## src/sv/mstk_pkg.sv

```systemverilog
// Package for the Kruskal spanning tree block: sizes, widths, command and status structs.
// Used by mstk_ctrl, mstk_datapath and the top level.
package mstk_pkg;
  localparam int MaxVertices = 64;
  localparam int MaxEdges    = 256;
  localparam int WeightBits  = 16;
  localparam int VBits       = $clog2(MaxVertices);
  localparam int EBits       = $clog2(MaxEdges);
  localparam int CntBits     = EBits + 1;
  localparam int VcBits      = 7;
  localparam int EdgeBits    = 2 * VBits + WeightBits;

  typedef struct packed {
    logic [VBits-1:0]      src;
    logic [VBits-1:0]      dst;
    logic [WeightBits-1:0] weight;
  } edge_t;

  typedef struct packed {
    logic store_edge;
    logic run_clear;
    logic sort_start;
    logic sort_step;
    logic sort_write;
    logic par_init;
    logic walk_start;
    logic walk_read;
    logic find_src;
    logic read_dst;
    logic find_dst;
    logic link;
    logic emit_edge;
    logic emit_empty;
    logic finish;
  } cmd_t;

  typedef struct packed {
    logic sort_done;
    logic sort_shift;
    logic par_done;
    logic walk_done;
    logic skip_edge;
    logic src_at_root;
    logic dst_at_root;
    logic roots_differ;
    logic have_accept;
  } sts_t;
endpackage

```

## src/sv/mstk_ctrl.sv

```systemverilog
// Controller of the Kruskal block: sequences load, sort, parent init, walk and output.
// Depends on mstk_pkg; drives mstk_datapath through cmd_t and reads sts_t.
module mstk_ctrl (
  input  logic           clk,
  input  logic           rst,
  input  logic           in_fire,
  input  logic           in_last,
  input  logic           out_ready,
  output logic           in_ready,
  output logic           out_valid,
  output logic           out_last,
  output mstk_pkg::cmd_t cmd,
  input  mstk_pkg::sts_t sts
);
  localparam logic [3:0] S_LOAD = 4'd0, S_SSTART = 4'd1, S_SREAD = 4'd2, S_SCMP = 4'd3,
                         S_SWR = 4'd4, S_PINIT = 4'd5, S_WREAD = 4'd6, S_WLOAD = 4'd7,
                         S_FSRC = 4'd8, S_FSRCW = 4'd9, S_FDST = 4'd10, S_FDSTW = 4'd11,
                         S_DEC = 4'd12, S_OUT = 4'd13, S_SLD = 4'd14;
  logic [3:0] state, state_next;
  logic       pend_last, pend_last_next;
  logic [6:0] hops, hops_next;

  assign in_ready = (state == S_LOAD);

  always_comb begin
    cmd = '0;
    state_next = state;
    pend_last_next = pend_last;
    hops_next = hops;
    unique case (state)
      S_LOAD: begin
        cmd.store_edge = in_fire;
        if (in_fire && in_last) state_next = S_SSTART;
      end
      S_SSTART: begin
        if (sts.sort_done) begin
          state_next = S_PINIT;
        end else begin
          cmd.sort_start = 1'b1; state_next = S_SREAD;
        end
      end
      S_SREAD: begin cmd.sort_step = 1'b1; state_next = S_SLD; end
      S_SLD: begin state_next = S_SCMP; end
      S_SCMP: begin cmd.sort_step = 1'b1; state_next = S_SWR; end
      S_SWR: begin
        cmd.sort_write = 1'b1;
        state_next = sts.sort_shift ? S_SLD : S_SSTART;
      end
      S_PINIT: begin
        cmd.par_init = 1'b1;
        if (sts.par_done) state_next = S_DEC;
      end
      S_DEC: begin
        if (sts.walk_done) begin
          state_next = S_OUT;
          pend_last_next = 1'b1;
          if (!sts.have_accept) cmd.emit_empty = 1'b1;
          cmd.finish = 1'b1;
        end else begin
          cmd.walk_read = 1'b1; state_next = S_WREAD;
        end
      end
      S_WREAD: state_next = S_WLOAD;
      S_WLOAD: begin
        if (sts.skip_edge) state_next = S_DEC;
        else begin hops_next = '0; state_next = S_FSRC; end
      end
      S_FSRC: begin cmd.find_src = 1'b0; state_next = S_FSRCW; end
      S_FSRCW: begin
        cmd.find_src = 1'b1;
        hops_next = hops + 7'd1;
        if (sts.src_at_root || hops == 7'(mstk_pkg::MaxVertices)) begin
          hops_next = '0; state_next = S_FDST;
        end else state_next = S_FSRC;
      end
      S_FDST: begin cmd.read_dst = 1'b1; state_next = S_FDSTW; end
      S_FDSTW: begin
        cmd.read_dst = 1'b1;
        cmd.find_dst = 1'b1;
        hops_next = hops + 7'd1;
        if (sts.dst_at_root || hops == 7'(mstk_pkg::MaxVertices)) begin
          if (sts.roots_differ) begin
            cmd.link = 1'b1; cmd.emit_edge = 1'b1;
            if (sts.have_accept) begin
              pend_last_next = 1'b0; state_next = S_OUT;
            end else state_next = S_DEC;
          end else state_next = S_DEC;
        end else state_next = S_FDST;
      end
      S_OUT: begin
        if (out_ready) begin
          if (pend_last) begin
            cmd.run_clear = 1'b1; cmd.walk_start = 1'b1; state_next = S_LOAD;
          end else state_next = S_DEC;
        end
      end
      default: state_next = S_LOAD;
    endcase
    if (state == S_SSTART && sts.sort_done) cmd.walk_start = 1'b1;
  end

  assign out_valid = (state == S_OUT);
  assign out_last = pend_last;

  always_ff @(posedge clk) begin
    if (rst) begin
      state <= S_LOAD; pend_last <= 1'b0; hops <= '0;
    end else begin
      state <= state_next; pend_last <= pend_last_next; hops <= hops_next;
    end
  end
endmodule

```

## config.mk

```make
export PLATFORM = sky130hd
export DESIGN_NAME = mstk_ctrl
export DESIGN_NICKNAME = d
export VERILOG_FILES = /design/src/sv/mstk_pkg.sv /design/src/sv/mstk_ctrl.sv
export SDC_FILE = /design/constraint.sdc
export NUM_CORES = 1
export LEC_CHECK = 0
export ABC_AREA = 1
export BUFFER_PORTS_ARGS = -buffer_cell sky130_fd_sc_hd__buf_2
export CELL_PAD_IN_SITES_DETAIL_PLACEMENT = 0
export CELL_PAD_IN_SITES_GLOBAL_PLACEMENT = 1
export CORE_MARGIN = 8
export CORE_UTILIZATION = 34
export CTS_BUF_LIST = sky130_fd_sc_hd__clkbuf_4 sky130_fd_sc_hd__clkbuf_8
export DETAILED_ROUTE_END_ITERATION = 8
export PLACE_DENSITY_LB_ADDON = 0.1
export SETUP_SLACK_MARGIN = 0.4
export SLEW_MARGIN = 5
export SYNTH_ARGS = -nofsm -noshare
export SYNTH_HDL_FRONTEND = slang
export SYNTH_SLANG_ARGS = --single-unit
export TNS_END_PERCENT = 30
```

## constraint.sdc

```tcl
create_clock -name clk -period 1.9 [get_ports clk]
set_input_delay 0.57 -clock clk [delete_from_list [all_inputs] [get_ports clk]]
set_output_delay 0.57 -clock clk [all_outputs]
set_load 0.02 [all_outputs]
```

* Word level (Yosys, flattened, before mapping)
Index checks and enable logic that the tools add are counted.
** Cells by class
- $add $sub $neg :: 1
- Eq/ne operators :: 23
- Multiplexer cells :: 41
- Reduce and logical (&&, ||, !) cells :: 12
** Operators with widths (number)
- $pmux 4 s15 :: 1
- $mux 4 :: 8
- $eq 4x4->1 const B :: 7
- $pmux 7 s3 :: 1
- $mux 1 :: 20
- $eq 4x3->1 const B :: 4
- $mux 7 :: 2
- $ne 2x2->1 const B :: 7
- $mux 2 :: 5
- $mux 3 :: 3
- $eq 4x2->1 const B :: 2
- $add 7x1->7 const B :: 1
- $eq 7x7->1 const B :: 1
- $reduce_and 5->1 :: 1
- $eq 4x1->1 const B :: 1
- $logic_not 4->1 :: 1
- $reduce_or 2->1 :: 2
- $reduce_and 3->1 :: 1
- $reduce_bool 3->1 :: 1
- $logic_and 1x1->1 :: 2
- $logic_or 1x1->1 :: 2
- $ne 2x1->1 const B :: 1
- $pmux 1 s2 :: 1
- $reduce_and 2->1 :: 1
- $reduce_bool 2->1 :: 1
** Word-level totals
- Bits in registers :: 12
- Input bits :: 14
- Output and inout port bits :: 18
- Logic and storage cells :: 80

* Longest topological paths before layout
- Depth in word-level cells :: 4
- Mapped depth :: 11
- Mapped depth without buffers :: 11

* Least setup slack after synthesis
No wires, ideal clock.
- Path kind :: reg-to-output
- From :: register state[2]
- To :: output port cmd[8] (netlist bit)
- Data arrival time :: 1.560 ns
- Required time :: 1.330 ns
- Setup slack :: -0.230 ns
- Stages on the path, launching flop included :: 5
- Buffers on the path :: 0
- Cells stage by stage :: dfxtp_1 nand2_1 nor2_1 inv_1 o31ai_1
** RTL lines
- start: declaration :: RTL line mstk_ctrl.sv:19 : logic [3:0] state, state_next;
- start signal: assignment :: RTL line mstk_ctrl.sv:109 : state <= state_next; pend_last <= pend_last_next; hops <= hops_next;
- end: declaration :: RTL line mstk_ctrl.sv:12 : output mstk_pkg::cmd_t cmd,

==> impl_metrics.tcl <==
set metrics [dict create \
    status "complete, but fails checks" \
    violations "negative setup slack" \
    hold_viol 0 \
    ys_warn_count 0 \
    path_clk_slew_ps 70 \
    worst_pin_slew_ps 300 \
    initial_core_util_pct 35.7 \
    cts_root_buffer "clkbuf_4" \
    synth_top_area_share_pct 24.6 \
    finalSetupViolCount 3 \
    dp.cells 227 \
    cts_inserted_buffers 3 \
    instances_no_fill 251 \
    cp_top_family "simple AND/OR/NAND/NOR gates" \
    synth_top_cells_by_count "nand2_1 (41), inv_1 (28), nor2_1 (28)" \
    worst-path-buf-inv 3 \
    die_area_mm2 0.00484 \
    antenna_found_initial 0 \
    r2r_slack_ps 340 \
    placed_area_mm2 0.00123 \
    regToRegStartpoint "state[1]" \
    synthTopCellsByArea "dfxtp_1 (25%), nand2_1 (16%), inv_1 (11%)" \
    drc 0 \
    fp.dieW_um 69.6 \
    dr.pass1.iters 4 \
    holdWs_ps 480 \
    rsz0062_at_grt "yes" \
    cap_violations 0 \
    final_area_mm2 0.00170 \
    syn-cell-area_um2 976 \
    hold_buffers 0 \
    rows 19 \
    layout_setup_ws_ps -57.4 \
    critPathLaunchType "register" \
    worstPathArrival_ps 1390 \
    hold_depth 2 \
    p_leak_uw 0.000845 \
    min-delay-start "out_last" \
    post-route-util_pct 62.1 \
    die_h_um 69.6 \
    synth_cell_type_count 24 \
    grt_pass1_wl_mm 5.33 \
    first_iter_violations 96 \
    reg2reg_depth 10 \
    clock_latency_ps 270 \
    ys_seq_elements 12 \
    holdPathEnd "out_last" \
    drive_gt1_share_pct 51.8 \
    fin_crit_ps 1960 \
    grt_max_degree 12 \
    dp_hpwl_mm 2.40 \
    synth_cells 167 \
    routedWlPerCell_um 13.6 \
    critical_path_class "reg -> out" \
    finClkSkew_ps 4.39 \
    ant_nets 0 \
    cts_tree "yes" \
    relSlewSlack_pct 79.9 \
    cp_slowest_cell "dfxtp_2" \
    synth_top_flop_cell "dfxtp_1" \
    path_cells "inv_2 > ha_4 > nand2_2 > inv_2 > nand3_4 > nand2_4 > nand2_4 > nor2_4 > buf_6" \
    preCtsSetupSlack_ps 123 \
    diodes 0 \
    seq_area_frac_synth_pct 24.6 \
    overflow 0 \
    fin_crit_sh_pct 103 \
    synth.largest_area_cell "dfxtp_1" \
    synthArstFlopShare_pct 0 \
    clkSinkCount 12 \
    syn_to_final_growth_pct 73.8 \
    port_buffers 31 \
    dr_total_vias 1246 \
    routabilityCongestion 0.875 \
    ir_drop_mv 0.928 \
    cts-htree-levels 1 \
    reg2reg_to "state[0]" \
    synth_edf_count 0 \
    grt_use_total_pct 12.7 \
    clockBufferDepth 2 \
    endpoint_kind "primary output" \
    max_freq_mhz 511 \
    fill_cells 254 \
    cp_max_fo 2 \
    holdCritPathClass "reg -> reg" \
    synth_nets 183 \
    io_pins 32 \
    avgViaCountPerCell 4.96 \
    drt_wl_total_mm 3.42 \
    critPathRequiredTime_ps 1330 \
    post-synth-top-count-cell "nand2_1" \
    core_mm2 0.00273 \
    syn_avg_cell_area_um2 5.84 \
    p_per_area_mw_per_mm2 818 \
    slowest_delay_ps 330 \
    layout.nets 238 \
    slew_violations 0 \
    grt_pass1_vias 1211 \
]
[final cells by class]
| type | instances | area, µm² | share of cell area (%) |
|---|---|---|---|
| well taps | 31 | 38.8 | 2.29 |
| inverters | 33 | 136 | 8.04 |
| repair buffers | 53 | 428 | 25.2 |
| multi-input cells | 119 | 813 | 47.9 |
| flip-flops and latches | 12 | 258 | 15.2 |
| clock buffers | 3 | 22.5 | 1.33 |
[cell families after synthesis]
| logic type | synth area share (%) |
|---|---|
| AND/OR/NAND/NOR | 45.0 |
| XOR/XNOR | 3.59 |
| AO/OA/AOI/OAI | 8.85 |
| flip-flops | 24.6 |
| adder cells (fa/ha/maj) | 2.56 |
| buffers and inverters | 15.4 |
[cells in the final DEF (no fill, tap or decap), drive strengths merged]
cell type / n
a21oi: 7
and3: 1
buf: 53
clkbuf: 3
dfxtp: 12
ha: 2
inv: 33
nand2: 48
nand3: 8
nand3b: 2
nand4: 4
nor2: 31
nor3: 4
o211ai: 3
o21ai: 3
o22ai: 1
o31ai: 1
xnor2: 1
xor2: 3
[per-layer routing]
| metal | GRT usage [%] | routed length, µm | vias up |
|---|---|---|---|
| met2 | 21.0 | 1620 | 53 |
| met5 | 0 | 0 | - |
| met3 | 4.29 | 267 | 2 |
| met4 | 0.911 | 5 | 0 |
| li1 | - | - | 624 |
| met1 | 16.0 | 1530 | 567 |
[worst reg2reg max path, stage by stage, from the launching register on]
cell	delay [ps]
dfxtp_4	370
buf_12	130
nor2_4	170
nand3_4	130
buf_4	160
buf_4	120
o211ai_1	70
nor2_1	60
nand2_1	80
nand2_2	60
a21oi_2	140
[stage by stage]
step | setup TNS, ps | power, µW
floorplan | 0 | 712
global placement | 0 | 846
detailed placement | 0 | 841
CTS | -59.1 | 1250
global route | -410 | 1470
finish | -134 | 1390
[state kept, by name (all words and copies together), names as in the netlist]
signal    flops
out_last      1
state         4
hops          7
[what timing repair did]
| action | in CTS | in global routing |
|---|---|---|
| cloned | 0 | 0 |
| pin swaps | 16 | 17 |
| setup endpoints to repair | 18 | 26 |
| hold endpoints to repair | 0 | 0 |
| buffers inserted | 15 | 6 |
| resized for setup | 73 | 11 |
[worst max path at each step]
stage                   from  endpoint  slack [ps]  cells after the start
floorplan            hops[1]    cmd[3]         170                      9
global placement    state[0]    cmd[8]         140                      5
detailed placement  state[0]    cmd[8]         120                      5
CTS                  hops[1]    cmd[3]         -30                      9
global route         hops[0]    cmd[3]        -140                      9
finish               hops[0]    cmd[3]         -60                      9
[where the power goes]
group / leakage, µW / internal (µW) / total, µW / switching [µW]
sequential: 0.000101 / 289 / 362 / 72.2
combinational: 0.000730 / 371 / 869 / 498
clock: 0.0000138 / 73.5 / 158 / 84.2
total: 0.000845 / 734 / 1390 / 655
No activity file was read; power rests on OpenSTA's default activity.
